`config.mk`:
```
export PLATFORM = sky130hd
export DESIGN_NAME = at_response_line_parser
export DESIGN_NICKNAME = d
export VERILOG_FILES = /design/src/sv/atp_pkg.sv /design/src/sv/at_response_line_parser.sv /design/src/sv/atp_front.sv /design/src/sv/atp_queue.sv /design/src/sv/atp_back.sv
export SDC_FILE = /design/constraint.sdc
export NUM_CORES = 1
export LEC_CHECK = 0
export BUFFER_PORTS_ARGS = -buffer_cell sky130_fd_sc_hd__buf_2
export CAP_MARGIN = 20
export CORE_MARGIN = 2
export CORE_UTILIZATION = 39
export DETAILED_ROUTE_END_ITERATION = 8
export MAX_ROUTING_LAYER = met4
export PLACE_DENSITY = 0.68
export SYNTH_ARGS = -nofsm -noshare
export SYNTH_HDL_FRONTEND = slang
export SYNTH_SLANG_ARGS = --single-unit
```
`constraint.sdc`:
```
create_clock -name clk -period 6.4 [get_ports clk]
set_input_delay 0.32 -clock clk [delete_from_list [all_inputs] [get_ports clk]]
set_output_delay 0.32 -clock clk [all_outputs]
set_load 0.02 [all_outputs]
```
`src/sv/atp_pkg.sv`:
```
`timescale 1ns / 1ps
package atp_pkg;

  localparam int QueueDepthDefault = 2;
  localparam logic [7:0] PayloadLimitReset = 8'd31;

  // characters
  localparam logic [7:0] ChPlus    = 8'h2B;
  localparam logic [7:0] ChComma   = 8'h2C;
  localparam logic [7:0] ChEquals  = 8'h3D;
  localparam logic [7:0] ChNewline = 8'h0A;
  localparam logic [7:0] ChZero    = 8'h30;
  localparam logic [7:0] ChNine    = 8'h39;
  localparam logic [7:0] ChA       = 8'h41;
  localparam logic [7:0] ChC       = 8'h43;
  localparam logic [7:0] ChK       = 8'h4B;

  // line status codes
  localparam logic [2:0] StOk      = 3'd0;
  localparam logic [2:0] StRcv     = 3'd1;
  localparam logic [2:0] StRcvAck  = 3'd2;
  localparam logic [2:0] StRcvFmt  = 3'd3;
  localparam logic [2:0] StErr     = 3'd4;
  localparam logic [2:0] StReady   = 3'd5;
  localparam logic [2:0] StFactory = 3'd6;
  localparam logic [2:0] StUnknown = 3'd7;

  // prefix candidate indexes
  localparam int NumPrefix = 5;
  localparam int CandOk      = 0;
  localparam int CandRcv     = 1;
  localparam int CandErr     = 2;
  localparam int CandReady   = 3;
  localparam int CandFactory = 4;

  // register map
  localparam logic RegPayloadLimit = 1'b0;

  typedef struct packed {
    logic [7:0] ch;
    logic       is_digit;
    logic       is_comma;
    logic       is_newline;
    logic       is_plus;
    logic       is_equals;
  } rx_item_t;

  typedef struct packed {
    logic        kind;
    logic [7:0]  pchar;
    logic [7:0]  ppos;
    logic [2:0]  status;
    logic [15:0] id;
    logic [7:0]  len;
    logic [7:0]  rssi;
    logic [7:0]  snr;
    logic        err;
  } rec_t;

  // prefix text, position 0 is the plus sign
  function automatic logic [7:0] prefix_char(input int k, input logic [3:0] pos);
    logic [7:0] c;
    c = 8'h00;
    unique case (k)
      CandOk: begin
        unique case (pos)
          4'd1: c = 8'h4F;
          4'd2: c = 8'h4B;
          default: c = 8'h00;
        endcase
      end
      CandRcv: begin
        unique case (pos)
          4'd1: c = 8'h52;
          4'd2: c = 8'h43;
          4'd3: c = 8'h56;
          default: c = 8'h00;
        endcase
      end
      CandErr: begin
        unique case (pos)
          4'd1: c = 8'h45;
          4'd2: c = 8'h52;
          4'd3: c = 8'h52;
          default: c = 8'h00;
        endcase
      end
      CandReady: begin
        unique case (pos)
          4'd1: c = 8'h52;
          4'd2: c = 8'h45;
          4'd3: c = 8'h41;
          4'd4: c = 8'h44;
          4'd5: c = 8'h59;
          default: c = 8'h00;
        endcase
      end
      default: begin
        unique case (pos)
          4'd1: c = 8'h46;
          4'd2: c = 8'h41;
          4'd3: c = 8'h43;
          4'd4: c = 8'h54;
          4'd5: c = 8'h4F;
          4'd6: c = 8'h52;
          4'd7: c = 8'h59;
          default: c = 8'h00;
        endcase
      end
    endcase
    return c;
  endfunction

  function automatic logic [3:0] prefix_len(input int k);
    logic [3:0] n;
    unique case (k)
      CandOk:    n = 4'd3;
      CandRcv:   n = 4'd4;
      CandErr:   n = 4'd4;
      CandReady: n = 4'd6;
      default:   n = 4'd8;
    endcase
    return n;
  endfunction

  // decimal accumulate with saturation
  function automatic logic [7:0] acc8(input logic [7:0] v, input logic [3:0] d);
    logic [11:0] n;
    n = {1'b0, v, 3'b000} + {3'b000, v, 1'b0} + {8'h00, d};
    return (n > 12'd255) ? 8'hFF : n[7:0];
  endfunction

  function automatic logic [15:0] acc16(input logic [15:0] v, input logic [3:0] d);
    logic [19:0] n;
    n = {1'b0, v, 3'b000} + {3'b000, v, 1'b0} + {16'h0000, d};
    return (n > 20'd65535) ? 16'hFFFF : n[15:0];
  endfunction

endpackage

```
`src/sv/at_response_line_parser.sv`:
```
`timescale 1ns / 1ps
// reply line parser for a text-command serial radio module
// input channel: in_valid / in_ready with rx_byte, one received character per
//   transaction
// output channel: out_valid / out_ready with one record per transaction:
//   record_kind 0 carries a copied payload character and its position,
//   record_kind 1 is the end-of-line status record (status, id, length,
//   rssi, snr and the sticky error mark)
// config: apb-style port, payload_limit at byte address 0 (reset 31);
//   write it only while no line is in flight
// an accepted character is written into the queue; the back end pops it and
//   registers any record that it produces, raising out_valid with it
// throughput: one character per cycle while the output is not stalled; the
//   back end parses, the front classifies and feeds a two-entry queue
// reset: the parser returns to hunting for '+', the queue and the output
//   register empty, the error mark clears and payload_limit returns to 31
// a stalled receiver holds the output record; the queue keeps taking
//   characters until it is full, then in_ready drops
module at_response_line_parser import atp_pkg::*; #(
  parameter int QUEUE_DEPTH = QueueDepthDefault
) (
  input  logic        clk,
  input  logic        rst,
  input  logic        in_valid,
  output logic        in_ready,
  input  logic [7:0]  rx_byte,
  output logic        out_valid,
  input  logic        out_ready,
  output logic        record_kind,
  output logic [7:0]  payload_char,
  output logic [7:0]  payload_pos,
  output logic [2:0]  line_status,
  output logic [15:0] sender_id,
  output logic [7:0]  declared_length,
  output logic [7:0]  rssi_magnitude,
  output logic [7:0]  snr_value,
  output logic        error_seen,
  input  logic        psel,
  input  logic        penable,
  input  logic        pwrite,
  input  logic [2:0]  paddr,
  input  logic [31:0] pwdata,
  output logic [31:0] prdata,
  output logic        pready
);

  logic       payload_limit;
  logic [7:0] limit_reg;
  logic       q_full;
  logic       q_push;
  rx_item_t   q_in;
  logic       q_pop;
  logic       q_valid;
  rx_item_t   q_out;
  rec_t       rec;

  assign pready = 1'b1;
  assign payload_limit = (paddr[2] == RegPayloadLimit);

  always_ff @(posedge clk) begin
    if (rst) begin
      limit_reg <= PayloadLimitReset;
    end else if (psel && penable && pwrite && payload_limit) begin
      limit_reg <= pwdata[7:0];
    end
  end

  assign prdata = payload_limit ? {24'd0, limit_reg} : 32'd0;

  atp_front u_front (
    .rst      (rst),
    .in_valid (in_valid),
    .in_ready (in_ready),
    .rx_byte  (rx_byte),
    .q_full   (q_full),
    .q_push   (q_push),
    .q_item   (q_in)
  );

  atp_queue #(
    .DEPTH (QUEUE_DEPTH)
  ) u_queue (
    .clk       (clk),
    .rst       (rst),
    .push      (q_push),
    .push_item (q_in),
    .full      (q_full),
    .pop       (q_pop),
    .pop_valid (q_valid),
    .pop_item  (q_out)
  );

  atp_back u_back (
    .clk           (clk),
    .rst           (rst),
    .payload_limit (limit_reg),
    .q_valid       (q_valid),
    .q_item        (q_out),
    .q_pop         (q_pop),
    .out_valid     (out_valid),
    .out_ready     (out_ready),
    .out_rec       (rec)
  );

  assign record_kind     = rec.kind;
  assign payload_char    = rec.pchar;
  assign payload_pos     = rec.ppos;
  assign line_status     = rec.status;
  assign sender_id       = rec.id;
  assign declared_length = rec.len;
  assign rssi_magnitude  = rec.rssi;
  assign snr_value       = rec.snr;
  assign error_seen      = rec.err;

endmodule

```
`src/sv/atp_front.sv`:
```
`timescale 1ns / 1ps
module atp_front import atp_pkg::*; (
  input  logic     rst,
  input  logic     in_valid,
  output logic     in_ready,
  input  logic [7:0] rx_byte,
  input  logic     q_full,
  output logic     q_push,
  output rx_item_t q_item
);

  // sorts each character once into flags that the back end tests beside the raw character
  always_comb begin
    q_item.ch         = rx_byte;
    q_item.is_digit   = (rx_byte >= ChZero) && (rx_byte <= ChNine);
    q_item.is_comma   = (rx_byte == ChComma);
    q_item.is_newline = (rx_byte == ChNewline);
    q_item.is_plus    = (rx_byte == ChPlus);
    q_item.is_equals  = (rx_byte == ChEquals);
  end

  assign in_ready = !q_full && !rst;
  assign q_push   = in_valid && in_ready;

endmodule

```
`src/sv/atp_queue.sv`:
```
`timescale 1ns / 1ps
module atp_queue import atp_pkg::*; #(
  parameter int DEPTH = QueueDepthDefault
) (
  input  logic     clk,
  input  logic     rst,
  input  logic     push,
  input  rx_item_t push_item,
  output logic     full,
  input  logic     pop,
  output logic     pop_valid,
  output rx_item_t pop_item
);

  localparam int PtrW = (DEPTH > 1) ? $clog2(DEPTH) : 1;
  localparam int CntW = $clog2(DEPTH + 1);

  rx_item_t mem [DEPTH];
  logic [PtrW-1:0] wr_ptr;
  logic [PtrW-1:0] rd_ptr;
  logic [CntW-1:0] count;

  assign full      = (count == CntW'(DEPTH));
  assign pop_valid = (count != '0);
  assign pop_item  = mem[rd_ptr];

  always_ff @(posedge clk) begin
    if (push) begin
      mem[wr_ptr] <= push_item;
    end
  end

  always_ff @(posedge clk) begin
    if (rst) begin
      wr_ptr <= '0;
      rd_ptr <= '0;
      count  <= '0;
    end else begin
      if (push) begin
        wr_ptr <= (wr_ptr == PtrW'(DEPTH - 1)) ? '0 : wr_ptr + 1'b1;
      end
      if (pop) begin
        rd_ptr <= (rd_ptr == PtrW'(DEPTH - 1)) ? '0 : rd_ptr + 1'b1;
      end
      if (push && !pop) begin
        count <= count + 1'b1;
      end else if (pop && !push) begin
        count <= count - 1'b1;
      end
    end
  end

endmodule

```
`src/sv/atp_back.sv`:
```
`timescale 1ns / 1ps
module atp_back import atp_pkg::*; (
  input  logic       clk,
  input  logic       rst,
  input  logic [7:0] payload_limit,
  input  logic       q_valid,
  input  rx_item_t   q_item,
  output logic       q_pop,
  output logic       out_valid,
  input  logic       out_ready,
  output rec_t       out_rec
);

  typedef enum logic [10:0] {
    PH_HUNT   = 11'b00000000001,
    PH_PREFIX = 11'b00000000010,
    PH_WAIT   = 11'b00000000100,
    PH_EQ     = 11'b00000001000,
    PH_ID     = 11'b00000010000,
    PH_LEN    = 11'b00000100000,
    PH_PAY    = 11'b00001000000,
    PH_SKIP   = 11'b00010000000,
    PH_RSSI   = 11'b00100000000,
    PH_SNR    = 11'b01000000000,
    PH_DONE   = 11'b10000000000
  } phase_t;

  phase_t      phase, phase_next;
  logic [3:0]  prefix_pos, prefix_pos_next;
  logic [4:0]  cands, cands_next;
  logic [15:0] id_acc, id_acc_next;
  logic [7:0]  len_acc, len_acc_next;
  logic [7:0]  rssi_acc, rssi_acc_next;
  logic [7:0]  snr_acc, snr_acc_next;
  logic [7:0]  copied, copied_next;
  logic [1:0]  ack_prog, ack_prog_next;
  logic        fmt_fault, fmt_fault_next;
  logic        err_sticky, err_sticky_next;
  logic        out_valid_next;

  logic [4:0]  pmatch;
  logic [4:0]  pdone;
  logic [2:0]  st;
  logic [7:0]  lim;
  logic [3:0]  dval;
  logic        res_valid;
  rec_t        res;

  assign q_pop = q_valid && (!out_valid || out_ready);
  assign dval  = q_item.ch[3:0];
  assign lim   = (len_acc < payload_limit) ? len_acc : payload_limit;

  // every live prefix checked against the current character in parallel
  always_comb begin
    for (int k = 0; k < NumPrefix; k++) begin
      pmatch[k] = cands[k] && (prefix_pos < prefix_len(k)) &&
                  (prefix_char(k, prefix_pos) == q_item.ch);
      pdone[k]  = pmatch[k] && ((prefix_pos + 4'd1) == prefix_len(k));
    end
  end

  // status at end of line
  always_comb begin
    priority if (phase == PH_PREFIX) begin
      st = StUnknown;
    end else if (phase == PH_SNR || phase == PH_DONE) begin
      st = (ack_prog == 2'd3) ? StRcvAck : StRcv;
    end else if (phase != PH_WAIT || fmt_fault) begin
      st = StRcvFmt;
    end else if (cands[CandOk]) begin
      st = StOk;
    end else if (cands[CandRcv]) begin
      st = StRcv;
    end else if (cands[CandErr]) begin
      st = StErr;
    end else if (cands[CandReady]) begin
      st = StReady;
    end else if (cands[CandFactory]) begin
      st = StFactory;
    end else begin
      st = StUnknown;
    end
  end

  always_comb begin
    phase_next      = phase;
    prefix_pos_next = prefix_pos;
    cands_next      = cands;
    id_acc_next     = id_acc;
    len_acc_next    = len_acc;
    rssi_acc_next   = rssi_acc;
    snr_acc_next    = snr_acc;
    copied_next     = copied;
    ack_prog_next   = ack_prog;
    fmt_fault_next  = fmt_fault;
    err_sticky_next = err_sticky;
    res_valid       = 1'b0;
    res             = '0;

    if (q_pop) begin
      if (phase == PH_HUNT) begin
        if (q_item.is_plus) begin
          phase_next      = PH_PREFIX;
          prefix_pos_next = 4'd1;
          cands_next      = 5'b11111;
          id_acc_next     = '0;
          len_acc_next    = '0;
          rssi_acc_next   = '0;
          snr_acc_next    = '0;
          copied_next     = '0;
          ack_prog_next   = '0;
          fmt_fault_next  = 1'b0;
        end
      end else if (q_item.is_newline) begin
        res_valid  = 1'b1;
        res.kind   = 1'b1;
        res.status = st;
        res.id     = id_acc;
        res.len    = len_acc;
        res.rssi   = rssi_acc;
        res.snr    = snr_acc;
        res.err    = err_sticky || (st == StErr);
        if (st == StErr) begin
          err_sticky_next = 1'b1;
        end
        phase_next = PH_HUNT;
      end else begin
        unique case (phase)
          PH_PREFIX: begin
            priority if (pdone != '0) begin
              cands_next = pdone;
              phase_next = pdone[CandRcv] ? PH_EQ : PH_WAIT;
            end else if (pmatch == '0) begin
              cands_next = '0;
              phase_next = PH_WAIT;
            end else begin
              cands_next = pmatch;
              if (prefix_pos < 4'd15) begin
                prefix_pos_next = prefix_pos + 4'd1;
              end
            end
          end
          PH_EQ: begin
            if (q_item.is_equals) begin
              phase_next = PH_ID;
            end
          end
          PH_ID: begin
            priority if (q_item.is_digit) begin
              id_acc_next = acc16(id_acc, dval);
            end else if (q_item.is_comma) begin
              phase_next = PH_LEN;
            end else begin
              fmt_fault_next = 1'b1;
              phase_next     = PH_WAIT;
            end
          end
          PH_LEN: begin
            priority if (q_item.is_digit) begin
              len_acc_next = acc8(len_acc, dval);
            end else if (q_item.is_comma) begin
              phase_next = PH_PAY;
            end else begin
              fmt_fault_next = 1'b1;
              phase_next     = PH_WAIT;
            end
          end
          PH_PAY: begin
            if (q_item.is_comma) begin
              phase_next = PH_SKIP;
            end else if (copied < lim) begin
              // ack check follows the first three copied characters
              if (copied < 8'd3 && {6'd0, ack_prog} == copied) begin
                if ((copied == 8'd0 && q_item.ch == ChA) ||
                    (copied == 8'd1 && q_item.ch == ChC) ||
                    (copied == 8'd2 && q_item.ch == ChK)) begin
                  ack_prog_next = ack_prog + 2'd1;
                end
              end
              copied_next = copied + 8'd1;
              res_valid   = 1'b1;
              res.kind    = 1'b0;
              res.pchar   = q_item.ch;
              res.ppos    = copied;
            end
          end
          PH_SKIP: begin
            phase_next = PH_RSSI;
          end
          PH_RSSI: begin
            priority if (q_item.is_digit) begin
              rssi_acc_next = acc8(rssi_acc, dval);
            end else if (q_item.is_comma) begin
              phase_next = PH_SNR;
            end else begin
              fmt_fault_next = 1'b1;
              phase_next     = PH_WAIT;
            end
          end
          PH_SNR: begin
            if (q_item.is_digit) begin
              snr_acc_next = acc8(snr_acc, dval);
            end else begin
              phase_next = PH_DONE;
            end
          end
          default: begin
          end
        endcase
      end
    end

    if (q_pop) begin
      out_valid_next = res_valid;
    end else if (out_ready) begin
      out_valid_next = 1'b0;
    end else begin
      out_valid_next = out_valid;
    end
  end

  always_ff @(posedge clk) begin
    if (rst) begin
      phase      <= PH_HUNT;
      prefix_pos <= '0;
      cands      <= 5'b11111;
      id_acc     <= '0;
      len_acc    <= '0;
      rssi_acc   <= '0;
      snr_acc    <= '0;
      copied     <= '0;
      ack_prog   <= '0;
      fmt_fault  <= 1'b0;
      err_sticky <= 1'b0;
      out_valid  <= 1'b0;
    end else begin
      phase      <= phase_next;
      prefix_pos <= prefix_pos_next;
      cands      <= cands_next;
      id_acc     <= id_acc_next;
      len_acc    <= len_acc_next;
      rssi_acc   <= rssi_acc_next;
      snr_acc    <= snr_acc_next;
      copied     <= copied_next;
      ack_prog   <= ack_prog_next;
      fmt_fault  <= fmt_fault_next;
      err_sticky <= err_sticky_next;
      out_valid  <= out_valid_next;
    end
  end

  // output record register, loaded only when a record is produced
  always_ff @(posedge clk) begin
    if (q_pop && res_valid) begin
      out_rec <= res;
    end
  end

endmodule
```
-- Word-level counts from Yosys, hierarchy flattened
Memories as Yosys holds them, arrays and structs flattened. A register that Yosys moved wholly into a read port is not among the register bits.
Cells that the tools add are included.
- $add $sub $neg: 15
- multiply operators: 0
- div/mod/pow operators: 0
- $lt $le $gt $ge: 14
- equal/unequal tests: 53
- shifts and indexed selects: 0
- muxes and demuxes: 106
- bitwise operators: 6
- reductions and logical operators: 75
- operators by type and width (cell ; count):
    $mux W8 ; 23
    $mux W11 ; 11
    $mux W16 ; 7
    $pmux W11 S8 ; 1
    $pmux W7 S7 ; 1
    $eq A7 B8 Y1 ; 5
    $add A11 B9 Y12 ; 3
    $add A12 B4 Y12 ; 3
    $gt A12 B8 Y1 const B ; 3
    $pmux W7 S5 ; 1
    $mux W17 ; 2
    $mux W4 ; 8
    $mux W5 ; 6
    $reduce_bool A2 Y1 ; 15
    $logic_and A1 B1 Y1 ; 29
    $pmux W7 S2 ; 2
    $eq A4 B3 Y1 const B ; 6
    $eq A8 B6 Y1 const B ; 3
    $eq A8 B7 Y1 const B ; 3
    $mux W1 ; 22
    $mux W2 ; 11
    $mux W3 ; 7
    $pmux W7 S3 ; 1
    $add A19 B17 Y20 ; 1
    other kinds (58) ; 95
- flip-flop bits (word level): 146
- bits in latches: 0
- bits in writable memories: 26
- ROM bits: 0
- output and inout port bits: 96
- word-level logic and storage cells: 295
- memories kept: 1
- memories (memory ; depth ; width ; rd ports ; clocked after memory_dff ; write ports ; line ; text):
    u_queue.mem ; 2 ; 13 ; 1 ; 1 ; 1 ; atp_queue.sv:18 ; rx_item_t mem [DEPTH];

-- Depth between registers and ports, before layout
- word-level depth: 11
- depth in mapped cells: 16

-- By module
From an unflattened synthesis, not the netlist that was laid out.
- cell total of the unflattened synthesis: 1192
- area total of the unflattened synthesis: 11284.6 um2
- by module, submodules not included (module ; times used ; cells each ; area each (um2)):
    atp_back ; 1 ; 1037 ; 9355.2
    atp_queue ; 1 ; 62 ; 1142.3
    at_response_line_parser ; 1 ; 70 ; 605.6
    atp_front ; 1 ; 23 ; 181.4

-- Worst setup path before layout
Ideal clock, no wire load.
- path kind: register to register
- start point: reg limit_reg[1]
- end point: reg u_back.out_rec[0] (netlist name) (enable)
- setup time: 0.415 ns
- arrival time: 4.197 ns
- data required time: 5.985 ns
- slack: 1.788 ns
- cell stages (with the launch flop): 15
- path buffers: 0
- path through: dfxtp_1 -> inv_1 -> ha_1 -> a2111oi_0 -> o31ai_4 -> mux2i_1 -> ha_1 -> a21o_1 -> a21oi_1 -> nor2b_1 -> a2111oi_1 -> nand2_1 -> nand2_1 -> nand2_1 -> inv_1
- word-level cells in the longest chain between the ends: 10
- RTL lines (item ; line ; text):
    from (decl) ; at_response_line_parser.sv:48 ; logic [7:0] limit_reg;
    from (signal assigned) ; at_response_line_parser.sv:62 ; limit_reg <= PayloadLimitReset;
    from (signal assigned) ; at_response_line_parser.sv:64 ; limit_reg <= pwdata[7:0];
    $lt A8 B8 Y1 ; atp_back.sv:51 ; assign lim = (len_acc < payload_limit) ? len_acc : payload_limit;
    $mux W8 * ; atp_back.sv:51 ;
    $lt A8 B8 Y1 * ; atp_back.sv:171 ; end else if (copied < lim) begin
    $mux W1 * ; atp_back.sv:171 ;
    $mux W1 * ; atp_back.sv:169 ; if (q_item.is_comma) begin
    $mux W1 * ; atp_back.sv:128 ; unique case (phase)
    $mux W1 * ; atp_back.sv:114 ; end else if (q_item.is_newline) begin
    $mux W1 * ; atp_back.sv:101 ; if (phase == PH_HUNT) begin
    $mux W1 * ; atp_back.sv:100 ; if (q_pop) begin
    $logic_and A1 B1 Y1 * ; atp_back.sv:254 ; if (q_pop && res_valid) begin
    to (signal assigned) ; atp_back.sv:255 ; out_rec <= res;
    to (decl) ; atp_back.sv:11 ; output rec_t out_rec
Mark *: on every way between the ends. The rest lies on a longest branch, timed or not.
A chain may end at the register's enable or synchronous reset.

-- Final worst setup path
- start point: reg u_back.len_acc[1]
- end point: reg u_back.out_rec[8] (netlist name) (enable)
- word-level cells in the longest chain between the ends: 10
- RTL lines (item ; line ; text):
    from (decl) ; atp_back.sv:32 ; logic [7:0] len_acc, len_acc_next;
    from (signal assigned) ; atp_back.sv:241 ; len_acc <= len_acc_next;
    $lt A8 B8 Y1 ; atp_back.sv:51 ;
    $mux W8 * ; atp_back.sv:51 ;
    $lt A8 B8 Y1 * ; atp_back.sv:171 ;
    $mux W1 * ; atp_back.sv:171 ;
    $mux W1 * ; atp_back.sv:169 ;
    $mux W1 * ; atp_back.sv:128 ;
    $mux W1 * ; atp_back.sv:114 ;
    $mux W1 * ; atp_back.sv:101 ;
    $mux W1 * ; atp_back.sv:100 ;
    $logic_and A1 B1 Y1 * ; atp_back.sv:254 ;
Marked as above.

==> run summary <==
STA classifies the critical path startpoint as a flip-flop. The Yosys step of the flow raised 0 warnings. The ratio of cells with drive above 1 in the final layout is 14.4%. The tools report the endpoint of the worst register-to-register path as u_back.out_rec[8]. In this run the post-CTS setup repair buffer count came out at 0. The simple-gate portion of the synthesized area was 17.9%. The finished layout holds 1524 standard cells, fillers aside. Data on the critical path arrives at its endpoint at 5.06 ns.

The distinct cell type count of the synthesized netlist is 82, and the leakage power total is 5.19 nW. The repair_antennas step left the layout with diodes totalling 0. The final period demand of the worst path was 4.94 ns; the routed wirelength normalized by instance count was 16.3 um.

In the global route stage, overall resource usage came out at 18.1%. The count of antenna-violating nets left after detailed routing is 0. The slowest stage of the critical path belongs to the cell sky130_fd_sc_hd__a2111oi_0.

The tools report the wire length after detailed routing as 24900 um. Counting the buffers created by CTS gives 17. The via count of the first global-routing pass came out at 8166. The net count of the finished layout is 1329. The worst setup path is captured at a flip-flop.

The CTS root buffer is sky130_fd_sc_hd__clkbuf_16. The via total after detailed routing was 8394; the slew at the pin closest to its max-slew limit was 0.914 ns. By area the synthesized netlist is led by sky130_fd_sc_hd__edfxtp_1 (24%), sky130_fd_sc_hd__dfxtp_1 (16%), sky130_fd_sc_hd__ha_1 (12%).

Compared with the post-synthesis result, the final layout area differs by 12.1%. Across the VDD grid, the largest voltage drop is 0.188 mV. Once layout is complete, the utilization of the core stands at 44.6%. Setup violations remaining at the end of the flow were counted as 0. By instance count, the cell type seen most on the critical path is sky130_fd_sc_hd__nand2_1. u_back.out_rec holds more flip-flops than any other register. For the DRC violation count after routing, the log shows 0.

In this run the number of H-tree levels came out at 4. The sequential share of the synthesized area is 40.4%. The reg-to-reg startpoint was u_back.len_acc[1]. The hold path depth is 1, and the worst setup slack for register-to-register paths is 1.46 ns.

The number of antenna violations at the first check in global routing was 0; the total iterations of the first detailed-routing run was 5. For the number of pins exceeding their max-slew limit in the final report, the log shows 0. Max-cap violations in this run came to 0. The peak clock frequency supported by timing was 202 MHz; the die height was 170 um.

The register with the most flip-flops in the layout has 61 of them. Once the floorplan was initialized, standard cells occupied 39.8% of the core. The post-route fraction of the period consumed by the critical path came out at 77.2%. Summed over all instances, the cell type with the most area after synthesis is sky130_fd_sc_hd__edfxtp_1. Port buffering added 94 buffers. The run gives 3.45 mW as the overall power after layout. Pin placement for this block handled 146 I/O pins. For the area of the core region, the log shows 27000 sq um. The commonest cells after synthesis are sky130_fd_sc_hd__ha_1 (101), sky130_fd_sc_hd__nor2_1 (93), sky130_fd_sc_hd__edfxtp_1 (87). For this block, the initial DRC count from the detailed router was 718.

The worst pin sits at a relative slew slack of 39.0%. The clock sink total came out at 173. The flow ran to the end, and the final reports show no timing, DRC or antenna violations.

The total overflow left after global routing is 0. TritonCTS built the clock tree. The wire-length estimate of the detail-placed layout is 17900 um. The number of synthesized register bits is 173, and the depth of the worst register-to-register path is 14. The number of instances in the synthesized netlist came out at 1088. The overall die width is 170 um. Main combinational cell family by area after synthesis: simple AND/OR/NAND/NOR gates. The min-delay analysis places its worst path in the category in -> reg. The tools report the first-pass GRT wire length as 40900 um.

The largest registers in the layout are u_back.out_rec x61, u_queue.mem x26, u_back.id_acc x16. The initialized floorplan defines 60 standard-cell rows. Among all flip-flop cells after synthesis, the most frequent one is sky130_fd_sc_hd__edfxtp_1. Traced cell by cell, the critical path runs through ha_1 -> a2111oi_0 -> o31ai_4 -> mux2i_1 -> ha_1 -> a21o_1 -> a21oi_1 -> nor2b_1 -> a2111oi_1 -> nand2_1 -> nand2_1 -> nand2_1 -> inv_2 -> buf_4. Buffers inserted to repair hold after CTS numbered 0. The xor and xnor fraction of the mapped netlist area works out to 3.92%.

The synthesized netlist devotes 15.8% of its cell area to compound gates. Setup repair after global routing left no endpoint under its margin. The critical path is of the reg -> reg type. The critical hold path startpoint is rx_byte[6]. The worst hold path terminates at u_queue.mem[1][11].

The maximum fanout encountered on the critical timing path works out to 38. For the worst-skew pair, the clock arrives at the later sink with an insertion delay of 0.43 ns. The data required time of the critical path was 6.52 ns; the share of synthesized registers carrying an async set or reset was 0%. Area fraction of the dominant cell type after synthesis: 24.4%.

Dividing total power by cell area gives a power density of 287 nW/um^2. The final worst clock skew is 0.0115 ns, and the worst-case clock buffer depth is 2. Post-CTS clock slew at the launch and capture registers of the worst setup and hold paths: 0.07 ns. Mux contribution to synthesized area: 3.21%. The logs give 0 for the post-cts sizing count and 2558 for the number of fill cells.

The congestion estimate from routability-driven global placement came to 0.904. Area enclosed by the die boundary: 28800 sq um. sky130_fd_sc_hd__ha_1 is the most common cell in the netlist. Using the TritonRoute via totals, the vias-per-cell ratio works out to 5.51. The area of the mapped netlist was 10700 sq um. The arithmetic-cell share of the synthesized area counting full adders, half adders and majority gates came out at 13.3%. Entering global routing, the biggest net connects 58 pins. The tools report the number of hold violations in the final report as 0. Summed over all failing endpoints, the final setup total negative slack is 0 ns. A synthesized cell averages 9.85 sq um.

Yosys mapped a number of flops with a built-in enable equal to 87. In this run, placement finished with an instance count of 1491. On the worst path, the slowest cell contributes a delay of 0.70 ns.
## per-layer routing
layer | vias up | track usage [%] | routed length (um)
met5 | - | - | 0
met4 | 0 | 6.24 | 533
met3 | 42 | 2.99 | 1190
met2 | 220 | 29.4 | 11700
met1 | 3979 | 23.0 | 11500
li1 | 4153 | - | -
## final cells by class
cell class                      instances  area (sq um)  share of cell area [%]
Multi-Input combinational cell        818          5900                    49.1
Sequential cell                       173          4330                    36.1
Timing Repair Buffer                  108           576                    4.79
Tap cell                              341           427                    3.55
Clock buffer                           17           425                    3.54
Inverter                               52           195                    1.62
Clock inverter                         15           156                    1.30
## power by group
group          switching, mW  internal, mW
sequential            0.0786          1.27
clock                  0.458         0.580
combinational          0.740         0.319
total                   1.28          2.17
## how the worst max path moves through the flow
stage                      start                  to  slack [ns]  cells past startpoint
4_1_cts        u_back.len_acc[1]   u_back.out_rec[1]        1.40                     14
3_5_place_dp   u_back.len_acc[1]  u_back.out_rec[36]        1.49                     14
2_1_floorplan       limit_reg[1]   u_back.out_rec[0]        1.79                     14
3_3_place_gp   u_back.len_acc[1]  u_back.out_rec[25]        1.60                     14
6_report       u_back.len_acc[1]   u_back.out_rec[8]        1.46                     14
5_1_grt        u_back.len_acc[1]   u_back.out_rec[8]        1.03                     14
## metrics by stage
stage | hold slack [ns] | instance area [sq um] | setup WS [ns]
floorplan | 0.419 | 10800 | 1.79
global placement | 0.447 | 11400 | 1.60
detailed placement | 0.449 | 11400 | 1.49
CTS | 0.0833 | 12000 | 1.40
global route | 0.0879 | 12000 | 1.03
finish | 0.0978 | 12000 | 1.46
## cell usage in the layout (no fill, tap or decap), types with 6 or more instances in the layout
master and instances:
sky130_fd_sc_hd__a211o_1 12, sky130_fd_sc_hd__a211oi_1 7, sky130_fd_sc_hd__a21o_1 13, sky130_fd_sc_hd__a21oi_1 71, sky130_fd_sc_hd__a221o_1 16, sky130_fd_sc_hd__a32o_1 6
sky130_fd_sc_hd__and2_1 7, sky130_fd_sc_hd__and3_1 49, sky130_fd_sc_hd__buf_2 94, sky130_fd_sc_hd__buf_4 14, sky130_fd_sc_hd__clkbuf_16 17, sky130_fd_sc_hd__conb_1 25
sky130_fd_sc_hd__dfxtp_1 86, sky130_fd_sc_hd__edfxtp_1 87, sky130_fd_sc_hd__fa_1 8, sky130_fd_sc_hd__ha_1 101, sky130_fd_sc_hd__inv_1 49, sky130_fd_sc_hd__inv_6 6
sky130_fd_sc_hd__mux2i_1 22, sky130_fd_sc_hd__nand2_1 75, sky130_fd_sc_hd__nand2b_1 13, sky130_fd_sc_hd__nand3_1 23, sky130_fd_sc_hd__nand4_1 12, sky130_fd_sc_hd__nor2_1 92
sky130_fd_sc_hd__nor2b_1 16, sky130_fd_sc_hd__nor3_1 16, sky130_fd_sc_hd__nor4_1 18, sky130_fd_sc_hd__o2111ai_1 14, sky130_fd_sc_hd__o211ai_1 9, sky130_fd_sc_hd__o21a_1 7
sky130_fd_sc_hd__o21ai_0 26, sky130_fd_sc_hd__o21ai_1 10, sky130_fd_sc_hd__o21bai_1 11, sky130_fd_sc_hd__or3_1 10, sky130_fd_sc_hd__or4_1 9, sky130_fd_sc_hd__xnor2_1 28
sky130_fd_sc_hd__xor2_1 20
## cell families after synthesis
logic type	Yosys count
simple gates	368
compound gates	238
xor+xnor	48
flops	173
mux	30
other cells	2
buf+inv	120
fa+ha+maj	109
## critical path, delay by kind of cell (launching register included)
kind,cells,cell delay (ns)
multiplexers,1,0.18
flip-flops,1,0.46
AND/OR/NAND/NOR,4,0.48
adder cells (fa/ha/maj),2,0.61
buffers and inverters,2,1.04
AO/OA/AOI/OAI,5,1.82
Power figures use the tool's default switching activity.
